===== config.mk =====
export PLATFORM = sky130hd
export DESIGN_NAME = lzwd_cmd_fifo
export DESIGN_NICKNAME = d
export VERILOG_FILES = /design/src/rtl/lzwd_pkg.sv /design/src/rtl/lzwd_cmd_fifo.sv
export SDC_FILE = /design/constraint.sdc
export NUM_CORES = 1
export LEC_CHECK = 0
export BUFFER_PORTS_ARGS = -buffer_cell sky130_fd_sc_hd__buf_2
export CAP_MARGIN = 5
export CELL_PAD_IN_SITES_DETAIL_PLACEMENT = 1
export CELL_PAD_IN_SITES_GLOBAL_PLACEMENT = 2
export CORE_MARGIN = 3
export CORE_UTILIZATION = 42
export CTS_BUF_LIST = sky130_fd_sc_hd__clkbuf_4 sky130_fd_sc_hd__clkbuf_8
export CTS_CLUSTER_DIAMETER = 40
export CTS_CLUSTER_SIZE = 16
export DETAILED_ROUTE_END_ITERATION = 10
export GPL_TIMING_DRIVEN = 0
export PLACE_DENSITY_LB_ADDON = 0.1
export SYNTH_ARGS = -nofsm -noshare
export SYNTH_HDL_FRONTEND = slang
export SYNTH_SLANG_ARGS = --single-unit

===== constraint.sdc =====
create_clock -name clk -period 1.64 [get_ports clk]
set_clock_uncertainty 0.2 [all_clocks]
set_input_delay 0.164 -clock clk [delete_from_list [all_inputs] [get_ports clk]]
set_output_delay 0.164 -clock clk [all_outputs]
set_load 0.01 [all_outputs]

===== src/rtl/lzwd_pkg.sv =====
`timescale 1ns / 1ps
// ============================================================================
// lzwd_pkg
// Shared types and constants of the LZ window decompressor: decode phases,
// the command word passed from the parser to the copy engine, format constants.
// ============================================================================
package lzwd_pkg;

  // History ring: the 12-bit distance field of the stream format fixes its size
  localparam int HISTORY_DEPTH  = 4096;
  localparam int HIST_AW        = $clog2(HISTORY_DEPTH);

  // Command queue between parser and copy engine (power of two)
  localparam int CMD_FIFO_DEPTH = 4;
  localparam int CMD_PTR_W      = $clog2(CMD_FIFO_DEPTH);
  localparam int CMD_CNT_W      = $clog2(CMD_FIFO_DEPTH + 1);

  // Match length minus one: up to 17
  localparam int LEN_W          = 5;

  localparam logic [7:0]  END_TOKEN  = 8'hff;
  // Flag shifter: bit 16 is the sentinel of a freshly loaded flag byte;
  // once it reaches bit 8 all eight flag bits are used up.
  localparam logic [16:0] FLAG_EMPTY = 17'h00100;
  localparam logic [16:0] FLAG_MARK  = 17'h10000;

  typedef enum logic [1:0] {
    PH_TOP,
    PH_TOKEN,
    PH_LONG2
  } phase_t;

  typedef enum logic [1:0] {
    CMD_LIT,
    CMD_COPY,
    CMD_END
  } cmd_kind_t;

  typedef struct packed {
    cmd_kind_t           kind;
    logic [7:0]          lit;
    logic [LEN_W-1:0]    len_m1;
    logic [HIST_AW-1:0]  dist_m1;
  } cmd_t;

endpackage


===== src/rtl/lzwd_cmd_fifo.sv =====
`timescale 1ns / 1ps
// ============================================================================
// lzwd_cmd_fifo
// Short command queue between parser and copy engine.
// ============================================================================
module lzwd_cmd_fifo (
  input  logic            clk,
  input  logic            rst_n,
  input  logic            push,
  input  lzwd_pkg::cmd_t  din,
  input  logic            pop,
  output lzwd_pkg::cmd_t  dout,
  output logic            not_empty,
  output logic            full
);

  lzwd_pkg::cmd_t                     slot_r [lzwd_pkg::CMD_FIFO_DEPTH];
  logic [lzwd_pkg::CMD_PTR_W-1:0]     wr_ptr_r;
  logic [lzwd_pkg::CMD_PTR_W-1:0]     rd_ptr_r;
  logic [lzwd_pkg::CMD_CNT_W-1:0]     cnt_r;

  assign dout      = slot_r[rd_ptr_r];
  assign not_empty = (cnt_r != '0);
  assign full      = (cnt_r == lzwd_pkg::CMD_CNT_W'(lzwd_pkg::CMD_FIFO_DEPTH));

  always_ff @(posedge clk) begin
    if (push) begin
      slot_r[wr_ptr_r] <= din;
    end
  end

  always_ff @(posedge clk) begin
    if (!rst_n) begin
      wr_ptr_r <= '0;
      rd_ptr_r <= '0;
      cnt_r    <= '0;
    end else begin
      if (push) begin
        wr_ptr_r <= wr_ptr_r + 1'b1;
      end
      if (pop) begin
        rd_ptr_r <= rd_ptr_r + 1'b1;
      end
      case ({push, pop})
        2'b10:   cnt_r <= cnt_r + 1'b1;
        2'b01:   cnt_r <= cnt_r - 1'b1;
        default: cnt_r <= cnt_r;
      endcase
    end
  end

endmodule


==> impl_metrics.ini <==
[placement]
gp_congestion = 0.645
numPortBuffers = 59
dp_cells = 375
hpwl_mm = 4.48

[timing]
worstMarginPinSlew_ns = 0.432
fin_ws_ns = -0.436
setup-tns-final_ns = -10.99
finalSetupViolCount = 28
finalCritPeriodShare_pct = 127
min_period_ns = 2.08
finalMaxSlewViolations = 0
rsz0062_at_grt = true
relSlewSlack_pct = 71.2
fmax_mhz = 482
finalHoldViolCount = 0

[synth]
ys_ff_latch = 117
ys_seq_area_share_pct = 78.0
synth_cell_types = 20
ys_top_cells_by_area = edfxtp_1 (74%), mux4_2 (10%), mux4_1 (4.2%), dfxtp_1 (4.1%), ha_1 (1.4%)
synth_warnings = 0
syn_inst = 183
synth_area_sq_um = 4390
post-synth-top-count-cell = edfxtp_1
syn_area_per_cell_sq_um = 24.0
synth_top_area_share_pct = 73.9
synth_flop_cell = edfxtp_1
ys_async_sr_fraction_pct = 0
syn_nets = 220
synth_edf_count = 108
synth_area_leader_cell = edfxtp_1
synth_common_cells = edfxtp_1 (108), mux4_2 (20), and2_1 (9), dfxtp_1 (9), mux4_1 (7)

[routing]
ant_nets = 0
drt_iter0_markers = 69
wl_per_cell_um = 18.4
viasPerCell = 4.79
route.detailed.drc = 0
drt_first_pass_iters = 4
wirelength_mm = 8.14
num_vias = 2120

[worst_setup_path]
crit_path_cell_trace = buf_12, clkbuf_16, mux4_2, buf_6
crit_required_ns = 1.28
crit_path_max_fanout = 9
slowest_delay_ns = 0.51
cp-end-kind = output pin
path_buf_inv = 3
critPathTopFamily = multiplexers
crit_path_start_kind = register
critPathArrivalTime_ns = 1.71
timing.rr.start = cnt_r[0]$_SDFFE_PN0P_
critPathKind = reg -> out
slowest_stage = mux4_2

[final_layout]
syn_to_final_growth_pct = 32.3
multi_input_comb_area_sq_um = 890
nets = 335
diodes = 0
nFillCells = 890
layout-drive-gt1-share_pct = 43.9
seq_area_sq_um = 3430
layout.cells.non_filler = 443

[power]
ir_worst_vdd_v = 0.000561
power_density_nw_per_um2 = 1220
leakage_uw = 0.00206

[global_routing]
grt_pass1_wl_mm = 12.2
antenna_found_initial = 0
grt-ovfl-total = 0
grt_max_degree = 28
grt_pass1_vias = 2287
grt_use_total_pct = 14.4

[flow_run]
max-cap-violations = 0

[clock_network]
clk_pin_slew_ns = 0.07
cts_tree = done
numCtsBuffers = 17
clkSinkCount = 117
insertion_delay_ns = 0.41
cts_root_buf = clkbuf_8
htreeDepth = 4
cts_max_path_buffers = 2

[status]
status = complete, but fails checks
violations = setup timing

[min_path]
min_path_type = in -> reg
hold_path_startpoint = pop

[floorplanning]
fp.dieW_um = 108
core_area_sq_um = 9950
start_util_pct = 44.1
num_rows = 36
die-area_sq_um = 11700
fp.dieH_um = 108
io_pins = 60
worst min-delay path, delay by kind of cell:
kind | cells | cell delay [ns]
adder cells (fa/ha/maj) | 1 | 0.20
buffers and inverters | 1 | 0.09
multiplexers | 1 | 0.09
AND/OR/NAND/NOR | 1 | 0.10
state kept, by name (all words and copies together) (netlist names), named ones only:
| register | cells |
|---|---|
| wr_ptr_r | 2 |
| rd_ptr_r | 2 |
| cnt_r | 3 |
| slot_r | 108 |
layout make-up:
cell class / instances / share of cell area (%)
clock inverter: 12 / 2.78
sequential: 117 / 59.1
tap: 133 / 2.87
timing repair buffer: 95 / 14.0
clock buffer: 19 / 4.29
multi-input combinational: 58 / 15.3
inverter: 3 / 0.194
buffer: 6 / 1.49
path summary, 6_finish.rpt:
check | depth (start not counted) | end | slack, ns
worst max-delay path | 4 | dout[15] | -0.44
worst max register to register | 4 | cnt_r[2]$_SDFFE_PN0P_ | 0.06
worst min register to register | 2 | cnt_r[2]$_SDFFE_PN0P_ | 0.35
worst min-delay path | 4 | cnt_r[1]$_SDFFE_PN0P_ | 0.08
per-stage QoR:
stage | instance area [sq um] | power [uW] | setup WS, ns | utilization [%] | hold slack, ns
final | 5800 | 7090 | -0.436 | 58.3 | 0.0760
after global routing | 5800 | 7390 | -0.504 | 58.3 | 0.0922
after CTS | 5670 | 7070 | -0.483 | 56.9 | 0.0408
after detailed placement | 4850 | 4210 | -0.293 | 48.8 | 0.185
after global placement | 4850 | 4190 | -0.212 | 48.8 | 0.180
after floorplan | 4390 | 3930 | 0.0263 | - | 0.0629
power breakdown:
part           switching [uW]  internal [uW]  total [uW]
Combinational             390            510         900
Clock                    1060           1660        2720
Sequential               53.0           3420        3470
cell usage in the layout, fill, tap and decap left out, drive strengths merged:
cell	instances
a21boi	1
and2	10
buf	68
bufinv	4
clkbuf	22
clkinv	8
dfxtp	9
dlygate4sd3	30
edfxtp	108
fa	1
ha	5
inv	3
mux2i	2
mux4	27
nand2	1
nor2b	2
nor3b	1
o21ai	1
or3	2
xnor2	3
xor2	2
cells by family after synthesis:
family / after synthesis / synth area share [%]
mux: 29 / 14.9
fa+ha+maj: 6 / 1.88
flops: 117 / 78.0
xor+xnor: 5 / 0.998
simple gates: 15 / 2.11
compound gates: 2 / 0.285
buf+inv: 9 / 1.77
per-layer routing:
layer  routed length, um  vias to the layer above  track usage [%]
li1                    -                      989                -
met2                4030                       58             23.4
met3                 394                       12             4.90
met4                 108                        0             5.68
met5                   0                        -                0
met1                3600                     1061             18.0
repair_timing:
| action | CTS | global route |
|---|---|---|
| gates resized for setup | 28 | 15 |
| hold buffers | 30 | 0 |
| cloned | 0 | 3 |
| endpoints found under the hold margin | 117 | 0 |
| endpoints found under the setup margin | 137 | 32 |
| buffers inserted | 3 | 1 |
| pin swaps | 1 | 0 |
No activity file was read; power rests on OpenSTA's default activity.
