### src/rtl/lzwd_pkg.sv
`timescale 1ns / 1ps
// ============================================================================
// lzwd_pkg
// Shared types and constants of the LZ window decompressor: decode phases,
// the command word passed from the parser to the copy engine, format constants.
// ============================================================================
package lzwd_pkg;

  // History ring: the 12-bit distance field of the stream format fixes its size
  localparam int HISTORY_DEPTH  = 4096;
  localparam int HIST_AW        = $clog2(HISTORY_DEPTH);

  // Command queue between parser and copy engine (power of two)
  localparam int CMD_FIFO_DEPTH = 4;
  localparam int CMD_PTR_W      = $clog2(CMD_FIFO_DEPTH);
  localparam int CMD_CNT_W      = $clog2(CMD_FIFO_DEPTH + 1);

  // Match length minus one: up to 17
  localparam int LEN_W          = 5;

  localparam logic [7:0]  END_TOKEN  = 8'hff;
  // Flag shifter: bit 16 is the sentinel of a freshly loaded flag byte;
  // once it reaches bit 8 all eight flag bits are used up.
  localparam logic [16:0] FLAG_EMPTY = 17'h00100;
  localparam logic [16:0] FLAG_MARK  = 17'h10000;

  typedef enum logic [1:0] {
    PH_TOP,
    PH_TOKEN,
    PH_LONG2
  } phase_t;

  typedef enum logic [1:0] {
    CMD_LIT,
    CMD_COPY,
    CMD_END
  } cmd_kind_t;

  typedef struct packed {
    cmd_kind_t           kind;
    logic [7:0]          lit;
    logic [LEN_W-1:0]    len_m1;
    logic [HIST_AW-1:0]  dist_m1;
  } cmd_t;

endpackage

### src/rtl/lzwd_front.sv
`timescale 1ns / 1ps
// ============================================================================
// lzwd_front
// Stream parser: takes one compressed byte per cycle unless the queue is full,
// tracks flag bits and token phases, and pushes literal, copy and end commands.
// ============================================================================
module lzwd_front (
  input  logic            clk,
  input  logic            rst_n,
  input  logic            in_valid,
  input  logic [7:0]      in_byte,
  output logic            in_stall,
  input  logic            fifo_full,
  output logic            cmd_push,
  output lzwd_pkg::cmd_t  cmd
);

  lzwd_pkg::phase_t phase_r, phase_nxt;
  logic [16:0]      fs_r, fs_nxt;
  logic [7:0]       th_r, th_nxt;

  logic        accept;
  logic [16:0] fs_sh;
  logic [16:0] tf_fs;
  logic        tf_go;

  assign in_stall = fifo_full;
  assign accept   = in_valid && !fifo_full;
  assign fs_sh    = fs_r >> 1;

  // Flag bits as seen by the first token byte: already shifted past the first bit
  assign tf_fs = (phase_r == lzwd_pkg::PH_TOKEN) ? fs_r : fs_sh;
  assign tf_go = accept && ((phase_r == lzwd_pkg::PH_TOKEN) ||
                 ((phase_r == lzwd_pkg::PH_TOP) && !fs_r[8] && !fs_r[0] && !fs_sh[8]));

  always_comb begin
    phase_nxt = phase_r;
    fs_nxt    = fs_r;
    th_nxt    = th_r;
    if (accept) begin
      unique case (phase_r)
        lzwd_pkg::PH_LONG2: begin
          fs_nxt    = fs_sh;
          phase_nxt = lzwd_pkg::PH_TOP;
        end
        lzwd_pkg::PH_TOP: begin
          if (fs_r[8]) begin
            fs_nxt = lzwd_pkg::FLAG_MARK | {9'b0, in_byte};
          end else if (fs_r[0]) begin
            fs_nxt = fs_sh;
          end else if (fs_sh[8]) begin
            // first token bit was the last flag bit: fetch a new flag byte
            fs_nxt    = lzwd_pkg::FLAG_MARK | {9'b0, in_byte};
            phase_nxt = lzwd_pkg::PH_TOKEN;
          end
        end
        default: phase_nxt = lzwd_pkg::PH_TOP;
      endcase
      if (tf_go) begin
        if (tf_fs[0]) begin
          th_nxt    = in_byte;
          fs_nxt    = tf_fs;
          phase_nxt = lzwd_pkg::PH_LONG2;
        end else if (in_byte == lzwd_pkg::END_TOKEN) begin
          th_nxt    = '0;
          fs_nxt    = lzwd_pkg::FLAG_EMPTY;
          phase_nxt = lzwd_pkg::PH_TOP;
        end else begin
          fs_nxt    = tf_fs >> 1;
          phase_nxt = lzwd_pkg::PH_TOP;
        end
      end
    end
  end

  always_comb begin
    cmd_push    = 1'b0;
    cmd.kind    = lzwd_pkg::CMD_LIT;
    cmd.lit     = in_byte;
    cmd.len_m1  = '0;
    cmd.dist_m1 = '0;
    if (accept) begin
      unique case (phase_r)
        lzwd_pkg::PH_LONG2: begin
          cmd_push    = 1'b1;
          cmd.kind    = lzwd_pkg::CMD_COPY;
          cmd.len_m1  = {1'b0, th_r[7:4]} + 5'd2;
          cmd.dist_m1 = {th_r[3:0], in_byte};
        end
        lzwd_pkg::PH_TOP: begin
          if (!fs_r[8] && fs_r[0]) begin
            cmd_push = 1'b1;
          end
        end
        default: cmd_push = 1'b0;
      endcase
      if (tf_go && !tf_fs[0]) begin
        cmd_push = 1'b1;
        if (in_byte == lzwd_pkg::END_TOKEN) begin
          cmd.kind = lzwd_pkg::CMD_END;
        end else begin
          cmd.kind    = lzwd_pkg::CMD_COPY;
          cmd.len_m1  = {3'b0, in_byte[7:6]} + 5'd1;
          cmd.dist_m1 = {6'b0, in_byte[5:0]};
        end
      end
    end
  end

  always_ff @(posedge clk) begin
    if (!rst_n) begin
      phase_r <= lzwd_pkg::PH_TOP;
      fs_r    <= lzwd_pkg::FLAG_EMPTY;
      th_r    <= '0;
    end else begin
      phase_r <= phase_nxt;
      fs_r    <= fs_nxt;
      th_r    <= th_nxt;
    end
  end

endmodule

### config.mk
export PLATFORM = sky130hd
export DESIGN_NAME = lzwd_front
export DESIGN_NICKNAME = d
export VERILOG_FILES = /design/src/rtl/lzwd_pkg.sv /design/src/rtl/lzwd_front.sv
export SDC_FILE = /design/constraint.sdc
export NUM_CORES = 1
export LEC_CHECK = 0
export BUFFER_PORTS_ARGS = -buffer_cell sky130_fd_sc_hd__buf_2
export CAP_MARGIN = 10
export CORE_AREA = 2 2 62 64
export DETAILED_ROUTE_END_ITERATION = 10
export DIE_AREA = 0 0 64 66
export PLACE_DENSITY = 0.82
export SYNTH_ARGS = -nofsm -noshare
export SYNTH_HDL_FRONTEND = slang
export SYNTH_SLANG_ARGS = --single-unit
### constraint.sdc
create_clock -name clk -period 3.18 [get_ports clk]
set_input_delay 0.159 -clock clk [delete_from_list [all_inputs] [get_ports clk]]
set_output_delay 0.159 -clock clk [all_outputs]
set_load 0.005 [all_outputs]
==> out/metrics.cfg, run 1 <==
[clock_tree]
cts_resized = 0
cts_buffer_depth = 2
clk_latency_ns = 0.34
ctsHoldBuffers = 0
post_cts_buffers = 0
path_clk_slew_ns = 0.15
htreeDepth = 1
root_buffer = clkbuf_4
cts_tree = yes
cts_sinks = 27
numCtsBuffers = 3

[timing]
skew_ns = 0.00176
maxSlewHeadroom = 0.519
setup_violations = 0
fin_crit_ns = 2.47
setup_tns_ns = 0
slew_viol_final = 0
period_share = 0.778
hold_viol = 0
fmax_mhz = 404
worst_pin_slew_ns = 0.722
fin_ws_ns = 0.707
rsz0062_at_grt = no

[global_routing]
grtUsageTotal = 0.266
grt_pass1_wl_mm = 8.91
grt_pass1_vias = 1877
antenna_found_initial = 0
overflow = 0
grt_max_degree = 31

[final_layout]
num_antenna_cells = 0
layout_common_cells = 40 x buf_2, 27 x nor2_1, 27 x dfxtp_1, 26 x nand2_1, 21 x nor2b_1
layout.nets = 299
fillers = 324
syn_to_final_growth_pct = 7.52
layout_commonest_cell = buf_2
fin_area_sq_um = 2160
drive_gt1_frac = 0.194
stdcell_count = 332

[logic_synthesis]
syn_inst = 266
syn-mean-instance-area_sq_um = 7.56
synth_compound_area_frac = 0.307
synthAdderAreaFrac = 0.0124
synth_edf_count = 0
syn_area_sq_um = 2010
yosys.area_share.simple = 0.262
synth-xor-area-share = 0.00435
synth_top_family_by_area = compound AO/OA/AOI/OAI gates
synth-seq-cells = 27
yosysSeqAreaShare = 0.269
yosys_warnings = 0
synth_cell_types = 49
synthMuxAreaShare = 0.0522
synthArstFlopShare = 0
ys.flop_type = dfxtp_1
synth_nets = 280

[setup_path]
end_kind = primary output
cp_data_arrival_time_ns = 2.31
critPathKind = reg2out
worstPathMaxFanout = 14
crit_path_start_kind = flop
worstPathRequired_ns = 3.02

[routing]
num_vias = 2056
ant_nets = 0
drtIter0Drc = 140
wl_per_cell_um = 16.2
route.detailed.drc = 0
viasPerCell = 6.19
first_pass_iters = 4
wl_mm = 5.37

[power_and_ir_drop]
seqPwrFrac = 0.561
power.share.switching = 0.313
p_int_uw = 459
p_clk_frac = 0.238
peakVddDrop_mv = 0.196
p_sw_uw = 209
power_frac_comb = 0.201
cellPowerDensity_nw_per_um2 = 309
p_leak_nw = 0.901

[placed_design]
dp_hpwl_mm = 3.87
place_ws_ns = 1.15
placed_cell_area_sq_um = 2140
place_inst = 328
gp_congestion = 0.934
numPortBuffers = 40

[floorplan]
pin_count = 41
rows = 22
die_area_sq_um = 4220
die_x_um = 64
fp.dieH_um = 66
core_area_sq_um = 3550
initial_core_util = 0.567

[status]
run_status = finished clean

[job]
drv_cap = 0

[hold_path]
hold_path_class = in2reg

## critical path, stage by stage, from the launching register on
cell and delay, ns:
dfxtp_1 0.49, nor3_1 0.39, o21ai_1 0.21, nor3_2 0.40, nor2_1 0.22, nor2b_1 0.15, buf_2 0.12
## sequential cells by signal, summed over array words and instances, names as in the netlist
name and count:
fs_r 17, th_r 8, phase_r 2
## routing by layer
metal  GRT usage  up-vias  wire length, um
li1            -      996                -
met2       0.445       96             2600
met4       0.125        0              142
met1       0.345      950             2280
met3      0.0273       14              350
met5           0        -                0
## final timing paths
check	startpoint	to	slack, ns	cells after the start
setup reg to reg	fs_r[0]	fs_r[3]	1.12	5
hold / removal	in_byte[0]	th_r[0]	0.15	3
setup / recovery	fs_r[0]	cmd[0]	0.71	6
hold reg to reg	fs_r[7]	fs_r[7]	0.54	2
## cell usage after synthesis (3+ instances only)
library cell   n  area share
dfxtp_1       27        0.27
nand2b_1       4       0.012
o21ai_1        5       0.012
nand2_1       26       0.049
o21ai_0       14       0.035
buf_4          9       0.034
o221a_1        8       0.045
buf_2          3      0.0075
and3_1         6       0.019
nand3_1        4       0.010
a21oi_1       18       0.045
nor2_1        27       0.050
a31oi_1        6       0.019
clkbuf_1      15       0.028
o221ai_1       6       0.026
mux2i_1        9       0.045
a22oi_1       10       0.037
nor2b_1       21       0.065
nor3_1         5       0.012
a21o_1         3       0.011
inv_1          6       0.011
## power groups by stage
stage | combinational (mW) | clock (mW) | sequential [mW]
2_1_floorplan | 0.107 | 0 | 0.369
3_3_place_gp | 0.130 | 0 | 0.381
3_5_place_dp | 0.132 | 0 | 0.382
4_1_cts | 0.133 | 0.158 | 0.374
5_1_grt | 0.149 | 0.173 | 0.377
6_report | 0.134 | 0.159 | 0.375
## final cells by class
| type | instances | area, sq um | share of cell area |
|---|---|---|---|
| inverter | 6 | 22.5 | 0.0104 |
| clock buffer | 4 | 26.3 | 0.0121 |
| sequential | 27 | 541 | 0.250 |
| tap | 48 | 60.1 | 0.0278 |
| timing repair buffer | 44 | 230 | 0.106 |
| multi-input combinational | 203 | 1280 | 0.593 |
## stage by stage
step,util,hold slack [ns],total power [mW]
floorplan,-,0.342,0.476
global placement,0.602,0.492,0.512
detailed placement,0.602,0.496,0.514
CTS,0.609,0.139,0.665
global route,0.609,0.172,0.698
finish,0.609,0.147,0.668
## cell families after synthesis
kind of cell	after synthesis
buffers and inverters	36
AO/OA/AOI/OAI	87
AND/OR/NAND/NOR	103
flip-flops	27
XOR/XNOR	1
multiplexers	10
adder cells (fa/ha/maj)	2
(Power assumes the default switching activity.)
==> run 2: changes to the inputs <==
- ABC_AREA: default -> 1
- CORE_AREA: 2 2 62 64 -> 2 2 69 71
- DIE_AREA: 0 0 64 66 -> 0 0 71 73
- PLACE_DENSITY: 0.82 -> 0.74
- clock period: 3.18 -> 2.1 ns (I/O delays scaled with it)
==> run 2 against run 1 <==
Net effect:
- hold slack lost 0.040 ns
- utilization shrank 8.1 points
- design area grew 11%
- die area grew 23%
- largest cell class unchanged
- critical path depth grew 1
- power grew 65%
==> out/metrics.cfg, run 2 <==
[placed_design]
dp_hpwl_mm = 4.27
gp_congestion = 0.905
numPortBuffers = 40

[routing]
drtIter0Drc = 301
viasPerCell = 5.41
route.detailed.drc = 0
ant_nets = 0
wl_mm = 6.16
num_vias = 2539
wl_per_cell_um = 13.1
first_pass_iters = 5

[floorplan]
die_x_um = 71
fp.dieH_um = 73
rows = 25
die_area_sq_um = 5180
initial_core_util = 0.470
core_area_sq_um = 4540
pin_count = 41

[setup_path]
critPathKind = reg2out
reg2reg_slack_ns = 0.20
crit_path_start_kind = flop
worstReg2RegEnd = fs_r[9]
cp_data_arrival_time_ns = 1.84
worstPathRequired_ns = 2.00
critPathMaxStageDelay_ns = 0.36
reg2reg_depth = 9
crit_slowest_cell = dfxtp_1
worstPathMaxFanout = 11
critical-path-top-delay-family = simple AND/OR/NAND/NOR gates
r2r-start = phase_r[0]
cp-startpoint = fs_r[8]
cp_cell_sequence = nor2_1, nand2_1, a21oi_4, nand2_1, o21ai_0, nor2_1, buf_2
end_kind = primary output
path_buf_inv = 1

[power_and_ir_drop]
peakVddDrop_mv = 0.269
p_leak_nw = 1.12
cellPowerDensity_nw_per_um2 = 461

[logic_synthesis]
synthArstFlopShare = 0
syn_inst = 383
synth-seq-cells = 27
synth_nets = 397
ys.flop_type = dfxtp_1
synth_top_area_frac = 0.275
synth_area_leaders = nand2_1 27%, dfxtp_1 25%, a21oi_1 9.9%, nand3_1 6.8%, nor2_1 6.7%
synth_edf_count = 0
synth_common_cells = 156 x nand2_1, 42 x a21oi_1, 38 x nor2_1
yosysMostFrequentCell = nand2_1
syn-mean-instance-area_sq_um = 5.57
yosys_warnings = 0
synth_cell_types = 22
yosysSeqAreaShare = 0.254
synth_area_leader_cell = nand2_1
syn_area_sq_um = 2130

[hold_path]
hold_end = th_r[3]
hold_path_class = in2reg
hold_depth = 3
hold_start = in_byte[3]

[timing]
hold_viol = 0
fmax_mhz = 514
skew_ns = 0.00617
slew_viol_final = 0
setup_tns_ns = 0
rsz0062_at_grt = no
setup_violations = 0
fin_crit_ns = 1.95
worst_pin_slew_ns = 0.541
maxSlewHeadroom = 0.639
period_share = 0.927

[global_routing]
grt_max_degree = 20
grt_pass1_vias = 2244
grtUsageTotal = 0.244
antenna_found_initial = 0
overflow = 0
grt_pass1_wl_mm = 10.4

[final_layout]
drive_gt1_frac = 0.164
largestRegisters = fs_r (17), th_r (8), phase_r (2)
layout_commonest_cell = nand2_1
num_antenna_cells = 0
final_util = 0.528
top_register = fs_r
layout_common_cells = 155 x nand2_1, 42 x a21oi_1, 40 x buf_2, 37 x nor2_1, 29 x nand3_1
largest_reg_flops = 17
syn_to_final_growth_pct = 12.4
layout.nets = 430

[status]
run_status = finished clean

[clock_tree]
numCtsBuffers = 3
htreeDepth = 1
cts_sinks = 27
path_clk_slew_ns = 0.10
clk_latency_ns = 0.28
root_buffer = clkbuf_8
cts_buffer_depth = 2
ctsHoldBuffers = 0
cts_tree = yes

[job]
drv_cap = 0

## run 2: cell count changes in the layout (fill, tap and decap cells not counted), sizes merged, moves of 8 or more
cell	previous run	this run
a22oi	10	0
nor2b	21	0
nand2	26	158
nor2	27	41
buf	44	52
mux2i	9	0
o221a	8	0
inv	6	27
o21ai	19	28
nand3	4	29
a21oi	18	43
## run 2: cell families (layout without fill, tap and decap cells)
kind of cell / Yosys count / in the layout / share of synthesized area
xor gates and xnor gates: 1 / 1 / 0.00411
DFF: 27 / 27 / 0.254
adders and majority gates: 2 / 2 / 0.0117
and+or+nand+nor: 230 / 230 / 0.433
AOI/OAI and AO/OA: 72 / 72 / 0.181
buffers and inverters: 51 / 83 / 0.116
## run 2: per-layer routing
layer | vias to the layer above | GRT usage | wire [um] | part of all wire
li1 | 1281 | - | - | -
met1 | 1155 | 0.324 | 2760 | 0.45
met2 | 96 | 0.427 | 2950 | 0.48
met3 | 7 | 0.0221 | 369 | 0.060
met4 | 0 | 0.0650 | 78 | 0.013
met5 | - | 0 | 0 | 0
## run 2: final cells by class
| class | instances | area, sq um |
|---|---|---|
| timing repair buffer | 52 | 290 |
| sequential | 27 | 543 |
| fill | 473 | 2140 |
| clock buffer | 4 | 45.0 |
| inverter | 27 | 101 |
| tap | 54 | 67.6 |
| multi-input combinational | 305 | 1350 |
## run 2: power by group
| group | total [mW] | leakage [nW] | switching [mW] | internal [mW] |
|---|---|---|---|---|
| sequential | 0.557 | 0.222 | 0.0228 | 0.534 |
| clock | 0.312 | 0.0228 | 0.176 | 0.137 |
| combinational | 0.235 | 0.880 | 0.155 | 0.0797 |
| total | 1.10 | 1.12 | 0.353 | 0.751 |
## run 2: tightest hold or removal path, cell delays in order
cell     delay (ns)
buf_2          0.13
nand2_1        0.06
a21oi_1        0.06
## run 2: worst max-delay path by stage
stage          endpoint  slack, ns  depth (start not counted)
3_3_place_gp    fs_r[9]       0.29                          9
3_5_place_dp    fs_r[9]       0.24                          9
6_report        cmd[14]       0.15                          7
5_1_grt         cmd[14]      0.006                          8
4_1_cts         cmd[14]      0.004                          9
2_1_floorplan   cmd[14]       0.67                          7
## run 2: through the flow
| stage | power (mW) | instance area (sq um) | std cells | worst slack (ns) | hold WS [ns] |
|---|---|---|---|---|---|
| global route | 1.17 | 2400 | 469 | 0.00629 | 0.122 |
| detailed placement | 0.798 | 2340 | 464 | 0.242 | 0.405 |
| CTS | 1.11 | 2380 | 468 | 0.00441 | 0.104 |
| finish | 1.10 | 2400 | 469 | 0.153 | 0.107 |
| global placement | 0.795 | 2340 | 464 | 0.285 | 0.402 |
| floorplan | 0.733 | 2130 | 383 | 0.666 | 0.243 |
## run 2: repair_timing
item	CTS	global route
endpoints found under the setup margin	0	12
resized for setup	0	4
buffers inserted	0	1
